### config.mk
export PLATFORM = sky130hd
export DESIGN_NAME = snake_lattice_coupling_term_generator_unit
export DESIGN_NICKNAME = d
export VERILOG_FILES = /design/src/rtl/slcg_pkg.sv /design/src/rtl/slcg_front.sv /design/src/rtl/slcg_queue.sv /design/src/rtl/slcg_back.sv /design/src/rtl/snake_lattice_coupling_term_generator_unit.sv
export SDC_FILE = /design/constraint.sdc
export NUM_CORES = 2
export LEC_CHECK = 0
export ABC_AREA = 1
export ABC_CLOCK_PERIOD_IN_PS = 26000
export BUFFER_PORTS_ARGS = -buffer_cell sky130_fd_sc_hd__buf_2
export CORE_MARGIN = 2
export CORE_UTILIZATION = 25
export DETAILED_ROUTE_END_ITERATION = 8
export HOLD_SLACK_MARGIN = 0.02
export PLACE_DENSITY = 0.5
export SLEW_MARGIN = 20
export SYNTH_ARGS = -nofsm -noshare
export SYNTH_HDL_FRONTEND = slang
export SYNTH_SLANG_ARGS = --single-unit
export TNS_END_PERCENT = 1
### constraint.sdc
create_clock -name clk -period 26 [get_ports clk]
set_clock_uncertainty 0.05 [all_clocks]
set_input_delay 3.9 -clock clk [delete_from_list [all_inputs] [get_ports clk]]
set_output_delay 3.9 -clock clk [all_outputs]
set_load 0.02 [all_outputs]
### src/rtl/slcg_pkg.sv
package slcg_pkg;

  localparam int SITE_W    = 12;
  localparam int SIDE_W    = 7;
  localparam int CNT_W     = 14;
  localparam int COEF_W    = 32;
  localparam int OP_W      = 2;
  localparam int NBR_N     = 4;
  localparam int TERM_N    = 3;
  localparam int SLOT_N    = NBR_N * TERM_N;
  localparam int QDEPTH    = 4;
  localparam int REG_IDX_W = 3;
  localparam int DATA_W    = 32;

  // register indexes
  localparam logic [REG_IDX_W-1:0] REG_COLUMNS  = 3'd0;
  localparam logic [REG_IDX_W-1:0] REG_ROWS     = 3'd1;
  localparam logic [REG_IDX_W-1:0] REG_PERIODIC = 3'd2;
  localparam logic [REG_IDX_W-1:0] REG_ACTIVE   = 3'd3;
  localparam logic [REG_IDX_W-1:0] REG_NN_X     = 3'd4;
  localparam logic [REG_IDX_W-1:0] REG_NN_Z     = 3'd5;
  localparam logic [REG_IDX_W-1:0] REG_NNN_X    = 3'd6;
  localparam logic [REG_IDX_W-1:0] REG_NNN_Z    = 3'd7;

  // operator codes
  localparam logic [OP_W-1:0] OP_RAISE = 2'd0;
  localparam logic [OP_W-1:0] OP_LOWER = 2'd1;
  localparam logic [OP_W-1:0] OP_Z     = 2'd2;

  // neighbour slots, in output order
  localparam int NB_UP        = 0;
  localparam int NB_RIGHT     = 1;
  localparam int NB_UPLEFT    = 2;
  localparam int NB_UPRIGHT   = 3;
  localparam int NB_NNN_FIRST = NB_UPLEFT;

  // term kinds, in output order
  localparam int TERM_PM = 0;
  localparam int TERM_MP = 1;
  localparam int TERM_ZZ = 2;

  typedef struct packed {
    logic [SIDE_W-1:0] lx;
    logic [SIDE_W-1:0] ly;
    logic [CNT_W-1:0]  total;
    logic [CNT_W-1:0]  ns;
    logic              px;
    logic              py;
    logic [COEF_W-1:0] nn_x;
    logic [COEF_W-1:0] nn_z;
    logic [COEF_W-1:0] nnn_x;
    logic [COEF_W-1:0] nnn_z;
  } cfg_t;

  typedef struct packed {
    logic [NBR_N-1:0][SITE_W-1:0] lo;
    logic [NBR_N-1:0][SITE_W-1:0] hi;
    logic [SLOT_N-1:0]            mask;
  } entry_t;

  function automatic logic [COEF_W-1:0] term_coef(input cfg_t c, input int k, input int t);
    logic [COEF_W-1:0] v;
    if (k < NB_NNN_FIRST) begin
      v = (t == TERM_ZZ) ? c.nn_z : c.nn_x;
    end else begin
      v = (t == TERM_ZZ) ? c.nnn_z : c.nnn_x;
    end
    return v;
  endfunction

  function automatic logic [OP_W-1:0] left_op(input int t);
    logic [OP_W-1:0] v;
    case (t)
      TERM_PM: v = OP_RAISE;
      TERM_MP: v = OP_LOWER;
      default: v = OP_Z;
    endcase
    return v;
  endfunction

  function automatic logic [OP_W-1:0] right_op(input int t);
    logic [OP_W-1:0] v;
    case (t)
      TERM_PM: v = OP_LOWER;
      TERM_MP: v = OP_RAISE;
      default: v = OP_Z;
    endcase
    return v;
  endfunction

endpackage

### src/rtl/slcg_front.sv
module slcg_front (
  input  logic                          clk,
  input  logic                          rst,
  input  slcg_pkg::cfg_t                cfg,
  input  logic                          push,
  input  logic [slcg_pkg::SITE_W-1:0]   site_index,
  output logic                          stall,
  output logic                          out_valid,
  output slcg_pkg::entry_t              out_entry,
  input  logic                          out_full
);

  localparam int SW = slcg_pkg::SITE_W;
  localparam int XW = slcg_pkg::SIDE_W;
  localparam int CW = slcg_pkg::CNT_W;
  localparam int DW = SW + XW;

  typedef struct packed {
    logic          inr;
    logic [SW-1:0] is;
    logic [SW-1:0] rem;
    logic [XW-1:0] q;
  } dstage_t;

  typedef struct packed {
    logic                            inr;
    logic [SW-1:0]                   is;
    logic [CW-1:0]                   base_c;
    logic [CW-1:0]                   base_r;
    logic [CW-1:0]                   base_l;
    logic                            odd;
    logic                            odd_r;
    logic                            odd_l;
    logic [XW-1:0]                   y;
    logic [XW-1:0]                   y_m;
    logic [XW-1:0]                   ya;
    logic [XW-1:0]                   ya_m;
    logic [slcg_pkg::NBR_N-1:0]      pre;
  } astage_t;

  // one quotient bit per stage, msb first
  function automatic dstage_t div_step(input dstage_t d, input logic [XW-1:0] ly,
                                       input int k);
    logic [DW-1:0] dvsr;
    dstage_t       n;
    n    = d;
    dvsr = DW'(ly) << k;
    if (DW'(d.rem) >= dvsr) begin
      n.rem  = d.rem - dvsr[SW-1:0];
      n.q[k] = 1'b1;
    end
    return n;
  endfunction

  logic [XW:0]   dv;
  dstage_t       ds [XW+1];
  logic          av;
  astage_t       as;
  logic          bv;
  slcg_pkg::entry_t bs;

  astage_t       a_next;
  slcg_pkg::entry_t b_next;

  assign stall     = bv && out_full;
  assign out_valid = bv;
  assign out_entry = bs;

  // column and row decode, neighbour column bases
  always_comb begin
    logic [XW-1:0] ix, r, ly_m1, lx_m1, jy, jy_m, ixr, ixl;
    logic          top, ix_last, ix_first, up_ok, right_ok, left_ok, nnn_en;
    ix       = ds[XW].q;
    r        = ds[XW].rem[XW-1:0];
    ly_m1    = cfg.ly - XW'(1);
    lx_m1    = cfg.lx - XW'(1);
    jy       = ix[0] ? (ly_m1 - r) : r;
    jy_m     = ix[0] ? r : (ly_m1 - r);
    top      = (jy == ly_m1);
    ix_last  = (ix == lx_m1);
    ix_first = (ix == '0);
    ixr      = ix_last ? '0 : (ix + XW'(1));
    ixl      = ix_first ? lx_m1 : (ix - XW'(1));
    up_ok    = !top || cfg.py;
    right_ok = !ix_last || cfg.px;
    left_ok  = !ix_first || cfg.px;
    nnn_en   = (cfg.lx != XW'(1)) && (cfg.ly != XW'(1));

    a_next.inr    = ds[XW].inr;
    a_next.is     = ds[XW].is;
    a_next.base_c = CW'(ds[XW].is) - CW'(r);
    a_next.base_r = ix_last ? '0 : (a_next.base_c + CW'(cfg.ly));
    a_next.base_l = ix_first ? (cfg.total - CW'(cfg.ly)) : (a_next.base_c - CW'(cfg.ly));
    a_next.odd    = ix[0];
    a_next.odd_r  = ixr[0];
    a_next.odd_l  = ixl[0];
    a_next.y      = jy;
    a_next.y_m    = jy_m;
    a_next.ya     = top ? '0 : (jy + XW'(1));
    a_next.ya_m   = top ? ly_m1 : (jy_m - XW'(1));
    a_next.pre[slcg_pkg::NB_UP]      = up_ok && (cfg.ly != XW'(1));
    a_next.pre[slcg_pkg::NB_RIGHT]   = right_ok && (cfg.lx != XW'(1));
    a_next.pre[slcg_pkg::NB_UPLEFT]  = left_ok && up_ok && nnn_en;
    a_next.pre[slcg_pkg::NB_UPRIGHT] = right_ok && up_ok && nnn_en;
  end

  // neighbour indexes, range check, term mask
  always_comb begin
    logic [slcg_pkg::NBR_N-1:0][CW-1:0] n;
    logic [slcg_pkg::NBR_N-1:0]         keep;
    n[slcg_pkg::NB_UP]      = as.base_c + CW'(as.odd ? as.ya_m : as.ya);
    n[slcg_pkg::NB_RIGHT]   = as.base_r + CW'(as.odd_r ? as.y_m : as.y);
    n[slcg_pkg::NB_UPLEFT]  = as.base_l + CW'(as.odd_l ? as.ya_m : as.ya);
    n[slcg_pkg::NB_UPRIGHT] = as.base_r + CW'(as.odd_r ? as.ya_m : as.ya);
    for (int k = 0; k < slcg_pkg::NBR_N; k++) begin
      keep[k] = as.inr && as.pre[k] && (n[k] < cfg.ns);
      if (n[k] < CW'(as.is)) begin
        b_next.lo[k] = n[k][SW-1:0];
        b_next.hi[k] = as.is;
      end else begin
        b_next.lo[k] = as.is;
        b_next.hi[k] = n[k][SW-1:0];
      end
      for (int t = 0; t < slcg_pkg::TERM_N; t++) begin
        b_next.mask[k*slcg_pkg::TERM_N+t] =
          keep[k] && (slcg_pkg::term_coef(cfg, k, t) != '0);
      end
    end
  end

  always_ff @(posedge clk) begin
    if (rst) begin
      dv <= '0;
      av <= 1'b0;
      bv <= 1'b0;
    end else if (!stall) begin
      dv <= {dv[XW-1:0], push};
      av <= dv[XW];
      bv <= av;
    end
  end

  always_ff @(posedge clk) begin
    if (!stall) begin
      ds[0].inr <= CW'(site_index) < cfg.ns;
      ds[0].is  <= site_index;
      ds[0].rem <= site_index;
      ds[0].q   <= '0;
      for (int s = 0; s < XW; s++) begin
        ds[s+1] <= div_step(ds[s], cfg.ly, XW - 1 - s);
      end
      as <= a_next;
      bs <= b_next;
    end
  end

endmodule

### src/rtl/slcg_queue.sv
module slcg_queue (
  input  logic             clk,
  input  logic             rst,
  input  logic             wr,
  input  slcg_pkg::entry_t wdata,
  output logic             full,
  input  logic             rd,
  output logic             avail,
  output slcg_pkg::entry_t rdata
);

  localparam int PTR_W = $clog2(slcg_pkg::QDEPTH);
  localparam int CNT_QW = $clog2(slcg_pkg::QDEPTH + 1);

  slcg_pkg::entry_t   slots [slcg_pkg::QDEPTH];
  logic [PTR_W-1:0]   wp;
  logic [PTR_W-1:0]   rp;
  logic [CNT_QW-1:0]  cnt;
  logic               do_wr;
  logic               do_rd;

  assign full  = (cnt == CNT_QW'(slcg_pkg::QDEPTH));
  assign avail = (cnt != '0);
  assign rdata = slots[rp];
  assign do_wr = wr && !full;
  assign do_rd = rd && avail;

  always_ff @(posedge clk) begin
    if (rst) begin
      wp  <= '0;
      rp  <= '0;
      cnt <= '0;
    end else begin
      if (do_wr) begin
        wp <= wp + PTR_W'(1);
      end
      if (do_rd) begin
        rp <= rp + PTR_W'(1);
      end
      if (do_wr && !do_rd) begin
        cnt <= cnt + CNT_QW'(1);
      end else if (do_rd && !do_wr) begin
        cnt <= cnt - CNT_QW'(1);
      end
    end
  end

  always_ff @(posedge clk) begin
    if (do_wr) begin
      slots[wp] <= wdata;
    end
  end

endmodule

### src/rtl/slcg_back.sv
module slcg_back (
  input  logic                          clk,
  input  logic                          rst,
  input  slcg_pkg::cfg_t                cfg,
  input  logic                          q_avail,
  input  slcg_pkg::entry_t              q_rdata,
  output logic                          q_rd,
  output logic                          empty,
  input  logic                          pop,
  output logic                          term_valid,
  output logic [slcg_pkg::COEF_W-1:0]   coefficient,
  output logic [slcg_pkg::OP_W-1:0]     left_operator,
  output logic [slcg_pkg::SITE_W-1:0]   left_site,
  output logic [slcg_pkg::OP_W-1:0]     right_operator,
  output logic [slcg_pkg::SITE_W-1:0]   right_site,
  output logic                          last_term
);

  localparam int SN = slcg_pkg::SLOT_N;

  logic             cur_v;
  slcg_pkg::entry_t cur;
  logic [SN-1:0]    rem;
  logic             ov;

  logic             out_free;
  logic             emit;
  logic [SN-1:0]    pick;
  logic [SN-1:0]    rem_after;
  logic             last;

  logic [slcg_pkg::COEF_W-1:0] coef_sel;
  logic [slcg_pkg::OP_W-1:0]   lop_sel;
  logic [slcg_pkg::OP_W-1:0]   rop_sel;
  logic [slcg_pkg::SITE_W-1:0] lo_sel;
  logic [slcg_pkg::SITE_W-1:0] hi_sel;

  assign out_free  = !ov || pop;
  assign emit      = cur_v && out_free;
  assign pick      = rem & (~rem + SN'(1));
  assign rem_after = rem & ~pick;
  assign last      = (rem_after == '0);
  assign q_rd      = q_avail && (!cur_v || (emit && last));
  assign empty     = !ov;

  // lowest pending slot; nothing pending gives all-zero term fields
  always_comb begin
    coef_sel = '0;
    lop_sel  = '0;
    rop_sel  = '0;
    lo_sel   = '0;
    hi_sel   = '0;
    for (int p = 0; p < SN; p++) begin
      if (pick[p]) begin
        coef_sel = coef_sel |
          slcg_pkg::term_coef(cfg, p / slcg_pkg::TERM_N, p % slcg_pkg::TERM_N);
        lop_sel  = lop_sel | slcg_pkg::left_op(p % slcg_pkg::TERM_N);
        rop_sel  = rop_sel | slcg_pkg::right_op(p % slcg_pkg::TERM_N);
        lo_sel   = lo_sel | cur.lo[p / slcg_pkg::TERM_N];
        hi_sel   = hi_sel | cur.hi[p / slcg_pkg::TERM_N];
      end
    end
  end

  always_ff @(posedge clk) begin
    if (rst) begin
      cur_v <= 1'b0;
      ov    <= 1'b0;
    end else begin
      if (q_rd) begin
        cur_v <= 1'b1;
      end else if (emit && last) begin
        cur_v <= 1'b0;
      end
      if (emit) begin
        ov <= 1'b1;
      end else if (pop) begin
        ov <= 1'b0;
      end
    end
  end

  always_ff @(posedge clk) begin
    if (q_rd) begin
      cur <= q_rdata;
      rem <= q_rdata.mask;
    end else if (emit) begin
      rem <= rem_after;
    end
    if (emit) begin
      term_valid     <= |pick;
      coefficient    <= coef_sel;
      left_operator  <= lop_sel;
      left_site      <= lo_sel;
      right_operator <= rop_sel;
      right_site     <= hi_sel;
      last_term      <= last;
    end
  end

endmodule

### src/rtl/snake_lattice_coupling_term_generator_unit.sv
// snake-lattice coupling term generator: each pushed site index (snake order on an
// lx by ly lattice) is expanded into its exchange terms with the up, right, upper-left
// and upper-right neighbours, S+S-, S-S+ and SzSz per neighbour, each only when its
// coupling is nonzero, up to twelve result beats per site; a site with no term gives
// one beat with term_valid low and last_term high. the front is a pipeline of
// SIDE_W + 3 = 10 stages (an input register, a 7-stage restoring divider for column
// and row, then two stages of neighbour decode) and takes a new site every cycle while
// the 4-entry queue in front of the back end has room. the back end sends one result
// beat per cycle while its output register is empty or being popped. configuration
// writes are taken at any cycle (ready is tied high) and must only happen while idle.
module snake_lattice_coupling_term_generator_unit #(
  parameter int MAX_SIDE  = 64,
  parameter int MAX_SITES = 4096
) (
  input  logic                                   clk,
  input  logic                                   rst,
  // input queue side
  input  logic                                   push,
  output logic                                   full,
  input  logic [slcg_pkg::SITE_W-1:0]            site_index,
  // result queue side
  output logic                                   empty,
  input  logic                                   pop,
  output logic                                   term_valid,
  output logic signed [slcg_pkg::COEF_W-1:0]     coefficient,
  output logic [slcg_pkg::OP_W-1:0]              left_operator,
  output logic [slcg_pkg::SITE_W-1:0]            left_site,
  output logic [slcg_pkg::OP_W-1:0]              right_operator,
  output logic [slcg_pkg::SITE_W-1:0]            right_site,
  output logic                                   last_term,
  // configuration write channel
  input  logic                                   cfg_valid,
  output logic                                   cfg_ready,
  input  logic [slcg_pkg::REG_IDX_W-1:0]         cfg_index,
  input  logic [slcg_pkg::DATA_W-1:0]            cfg_data
);

  localparam int XW = slcg_pkg::SIDE_W;
  localparam int CW = slcg_pkg::CNT_W;

  // programmed registers
  logic [XW-1:0]                 lattice_columns;
  logic [XW-1:0]                 lattice_rows;
  logic [1:0]                    periodic_mask;
  logic [12:0]                   active_sites;
  logic [slcg_pkg::COEF_W-1:0]   nn_exchange;
  logic [slcg_pkg::COEF_W-1:0]   nn_ising;
  logic [slcg_pkg::COEF_W-1:0]   nnn_exchange;
  logic [slcg_pkg::COEF_W-1:0]   nnn_ising;

  slcg_pkg::cfg_t                cfg;

  logic                          fr_valid;
  slcg_pkg::entry_t              fr_entry;
  logic                          q_full;
  logic                          q_rd;
  logic                          q_avail;
  slcg_pkg::entry_t              q_rdata;
  logic [slcg_pkg::COEF_W-1:0]   coef_raw;

  assign cfg_ready   = 1'b1;
  assign coefficient = coef_raw;

  always_ff @(posedge clk) begin
    if (rst) begin
      lattice_columns <= XW'(1);
      lattice_rows    <= XW'(1);
      periodic_mask   <= '0;
      active_sites    <= '0;
      nn_exchange     <= '0;
      nn_ising        <= '0;
      nnn_exchange    <= '0;
      nnn_ising       <= '0;
    end else if (cfg_valid && cfg_ready) begin
      case (cfg_index)
        slcg_pkg::REG_COLUMNS:  lattice_columns <= cfg_data[XW-1:0];
        slcg_pkg::REG_ROWS:     lattice_rows    <= cfg_data[XW-1:0];
        slcg_pkg::REG_PERIODIC: periodic_mask   <= cfg_data[1:0];
        slcg_pkg::REG_ACTIVE:   active_sites    <= cfg_data[12:0];
        slcg_pkg::REG_NN_X:     nn_exchange     <= cfg_data;
        slcg_pkg::REG_NN_Z:     nn_ising        <= cfg_data;
        slcg_pkg::REG_NNN_X:    nnn_exchange    <= cfg_data;
        slcg_pkg::REG_NNN_Z:    nnn_ising       <= cfg_data;
        default: ;
      endcase
    end
  end

  // derived lattice shape: sides clamped to 1..MAX_SIDE, active count limited
  // to the lattice size and MAX_SITES, zero meaning the whole lattice
  always_comb begin
    logic [CW-1:0] ns_raw;
    cfg.lx = (lattice_columns == '0) ? XW'(1) : lattice_columns;
    if (int'(lattice_columns) > MAX_SIDE) begin
      cfg.lx = XW'(MAX_SIDE);
    end
    cfg.ly = (lattice_rows == '0) ? XW'(1) : lattice_rows;
    if (int'(lattice_rows) > MAX_SIDE) begin
      cfg.ly = XW'(MAX_SIDE);
    end
    cfg.total = CW'(cfg.lx) * CW'(cfg.ly);
    ns_raw = (active_sites == '0) ? cfg.total : CW'(active_sites);
    if (ns_raw > cfg.total) begin
      ns_raw = cfg.total;
    end
    if (int'(ns_raw) > MAX_SITES) begin
      ns_raw = CW'(MAX_SITES);
    end
    cfg.ns    = ns_raw;
    cfg.px    = periodic_mask[0];
    cfg.py    = periodic_mask[1];
    cfg.nn_x  = nn_exchange;
    cfg.nn_z  = nn_ising;
    cfg.nnn_x = nnn_exchange;
    cfg.nnn_z = nnn_ising;
  end

  // front: decode and neighbour classification, stalls only on a full queue
  slcg_front u_front (
    .clk        (clk),
    .rst        (rst),
    .cfg        (cfg),
    .push       (push),
    .site_index (site_index),
    .stall      (full),
    .out_valid  (fr_valid),
    .out_entry  (fr_entry),
    .out_full   (q_full)
  );

  // short queue decoupling the front from the term sequencer
  slcg_queue u_queue (
    .clk   (clk),
    .rst   (rst),
    .wr    (fr_valid),
    .wdata (fr_entry),
    .full  (q_full),
    .rd    (q_rd),
    .avail (q_avail),
    .rdata (q_rdata)
  );

  // back: one result beat per cycle into the output register while it is free or popped
  slcg_back u_back (
    .clk            (clk),
    .rst            (rst),
    .cfg            (cfg),
    .q_avail        (q_avail),
    .q_rdata        (q_rdata),
    .q_rd           (q_rd),
    .empty          (empty),
    .pop            (pop),
    .term_valid     (term_valid),
    .coefficient    (coef_raw),
    .left_operator  (left_operator),
    .left_site      (left_site),
    .right_operator (right_operator),
    .right_site     (right_site),
    .last_term      (last_term)
  );

endmodule

==> flow_summary.toml <==
[power]
p_per_area_nw_per_um2 = 124.6
p_leak_nw = 22.77
ir_worst_vdd_mv = 0.07441
finalPower_mw = 7.507

[final_layout]
layout-area-overhead-vs-synth_pct = 14.72
stdcell_area_um2 = 60250
multi_input_area_um2 = 17450
nNetsFinal = 5251
seqCellArea_um2 = 32640
stdcell_count = 7798
fillerInstances = 21440
postLayoutCoreUtil = 0.2880
drive_gt1_frac = 0.08173

[sta]
tns_ns = 0
finalSetupViolCount = 0
relSlewSlack = 0.2231
worstMarginPinSlew_ns = 1.161
rsz0062_at_grt = "false"
slew_violations = 0
min_period_over_period = 0.3701
fmax_mhz = 103.9
layout_min_cycle_time_ns = 9.622
hold_viol = 0

[grt]
overflow = 0
grt_max_degree = 128
grt_pass1_wl_um = 218800
grt_util_all_layers = 0.1331
first_global_vias = 34784
grt_antenna_before_repair = 13

[clock_tree]
cts_setup_buffers = 0
clockRootBuffer = "clkbuf_16"
cts.sinks = 1146
clock_latency_ns = 0.78
numCtsBuffers = 120
cts_tree = "yes"
hold_buffers = 0
cts_buffer_depth = 3
clk_pin_slew_ns = 0.06
h-tree-depth = 3
cts_resized = 0

[die]
ios = 117
die_w_um = 462.3
start_util = 0.2511
dieHeight_um = 462.3
die_area_um2 = 213700
coreArea_um2 = 209200
rows = 168

[run]
maxCapViolCount = 0

[yosys]
synth_top_area_frac = 0.5535
synth_async_sr_flop_share = 0
avgSynthCellArea_um2 = 11.00
yosysTopAreaCell = "edfxtp_1"
synth_area_leaders = "edfxtp_1 (55%), dfxtp_1 (6.8%), ha_1 (6.3%), o21ai_0 (6.1%), nor2_1 (3.9%)"
ys_ff_latch = 1146
synth_edf_count = 968
ys_seq_area_frac = 0.6214
syn_area_um2 = 52510
ys.flop_type = "edfxtp_1"
yosys_warnings = 0
synth_cell_types = 59
syn_inst = 4773

[worst_setup_path]
end_kind = "flip-flop"
crit_top_cell = "nand2_1"
setup.worst_path.start_class = "flip-flop"
worstRegToRegCells = 44
cpMaxStageDelayCell = "fa_1"
cp.required_ns = 26.56
crit_arrival_ns = 10.18
path_class = "reg -> reg"
critPathMaxStageDelay_ns = 0.55
crit_fanout = 18

[placed_design]
postPlaceCellArea_um2 = 56470
gp_congestion = 0.8583
port_buffers = 115
post-place-cells = 7577
dpl.hpwl_um = 99320

[route]
ant_nets = 0
vias = 35327
routedWlPerCell_um = 18.65
drt_wl_total_um = 145400
via_per_inst = 4.530
drt_iter0_markers = 3038
drtPass1Iterations = 8
drc = 0

[status]
outcome = "completed"

[worst_hold_path]
hold_depth = 0
hp-class = "reg -> reg"
## area by class of cell
| type | instances | area share |
|---|---|---|
| inverter | 488 | 0.03057 |
| clock inverter | 57 | 0.008764 |
| timing repair buffer | 176 | 0.01715 |
| clock buffer | 163 | 0.05387 |
| sequential | 1146 | 0.5418 |
| tap | 2805 | 0.05826 |
| multi-input combinational | 2962 | 0.2896 |
| antenna | 1 | 0.00004154 |
## cell usage in the layout (no fill, tap or decap), types with 7 or more instances in the layout
cell type    n
buf_2      115
a21oi_1    336
clkinv_2    25
nand3_1     86
a211oi_1    13
inv_2        9
nor4_1      41
o21a_1       8
mux2_2       7
o21ai_0    641
nand4_1     31
nand2_2     10
clkbuf_1    36
inv_1      465
clkbuf_16  121
a21o_1       8
clkinv_1    25
o22ai_1    133
nor2_1     547
ha_1       265
nor3_1      22
buf_4       61
fa_1        40
xnor2_1     39
a221oi_1    26
dfxtp_1    176
xor2_1     107
nand2_1    503
nor2_4       9
edfxtp_1   968
o21bai_1    18
## final timing paths
check / endpoint / startpoint / slack [ns]
min reg2reg: u_front.ds[1][124] / u_front.ds[1][92] / 0.33
min: u_front.ds[1][124] / u_front.ds[1][92] / 0.33
max: u_front.out_entry[1] / lattice_rows[6] / 16.38
max reg2reg: u_front.out_entry[1] / lattice_rows[6] / 16.38
## worst max-delay path, delay by kind of cell (launching register included)
kind | cells | cell delay, ns
AOI/OAI and AO/OA | 6 | 1.06
and+or+nand+nor | 21 | 3.41
buffers and inverters | 10 | 1.49
adders and majority gates | 7 | 3.06
DFF | 1 | 0.41
## power by group
part,total (mW),switching [mW],internal (mW)
clock,1.65,0.731,0.918
sequential,2.86,0.213,2.64
combinational,3.00,2.07,0.927
## routing by layer
| metal | share of wire | vias up | wire length, µm | global-route usage |
|---|---|---|---|---|
| li1 | - | 17078 | - | - |
| met1 | 0.46 | 17261 | 67000 | 0.1812 |
| met2 | 0.47 | 776 | 68510 | 0.2207 |
| met3 | 0.043 | 212 | 6182 | 0.01714 |
| met4 | 0.026 | 0 | 3715 | 0.03835 |
| met5 | 0 | - | 0 | 0 |
## stage by stage
stage | hold WS (ns) | worst slack [ns]
2_1_floorplan | 0.3503 | 13.99
3_3_place_gp | 0.3511 | 16.53
3_5_place_dp | 0.3545 | 16.39
4_1_cts | 0.3276 | 16.40
5_1_grt | 0.3313 | 15.63
6_report | 0.3266 | 16.38
## synth_stat cells (18+ instances only)
master	count
inv_1	468
xor2_1	107
o21ai_0	642
fa_1	40
xnor2_1	39
nand3_1	88
o21bai_1	18
dfxtp_1	178
edfxtp_1	968
nand4_1	31
o22ai_1	133
ha_1	265
nor2_1	552
nor3_1	24
nand2_1	503
a21oi_1	337
a221oi_1	26
nor4_1	42
clkbuf_1	163
## cells by family after synthesis
logic type                 synth area share
and+or+nand+nor                      0.1009
AOI/OAI and AO/OA                    0.1249
DFF                                  0.6214
buffers and inverters               0.04846
adders and majority gates           0.07839
xor gates and xnor gates            0.02435
muxes                              0.001501
other                            0.00007141
## flip-flops by register name (all words and copies together) (netlist names), 13 cells and up, named ones only
name	flops
active_sites	13
nn_exchange	32
nn_ising	32
nnn_exchange	32
nnn_ising	32
u_back.coefficient	32
u_back.cur	96
u_front.as	89
u_front.ds	190
u_front.out_entry	104
u_queue.slots	416
(Power assumes the default switching activity.)
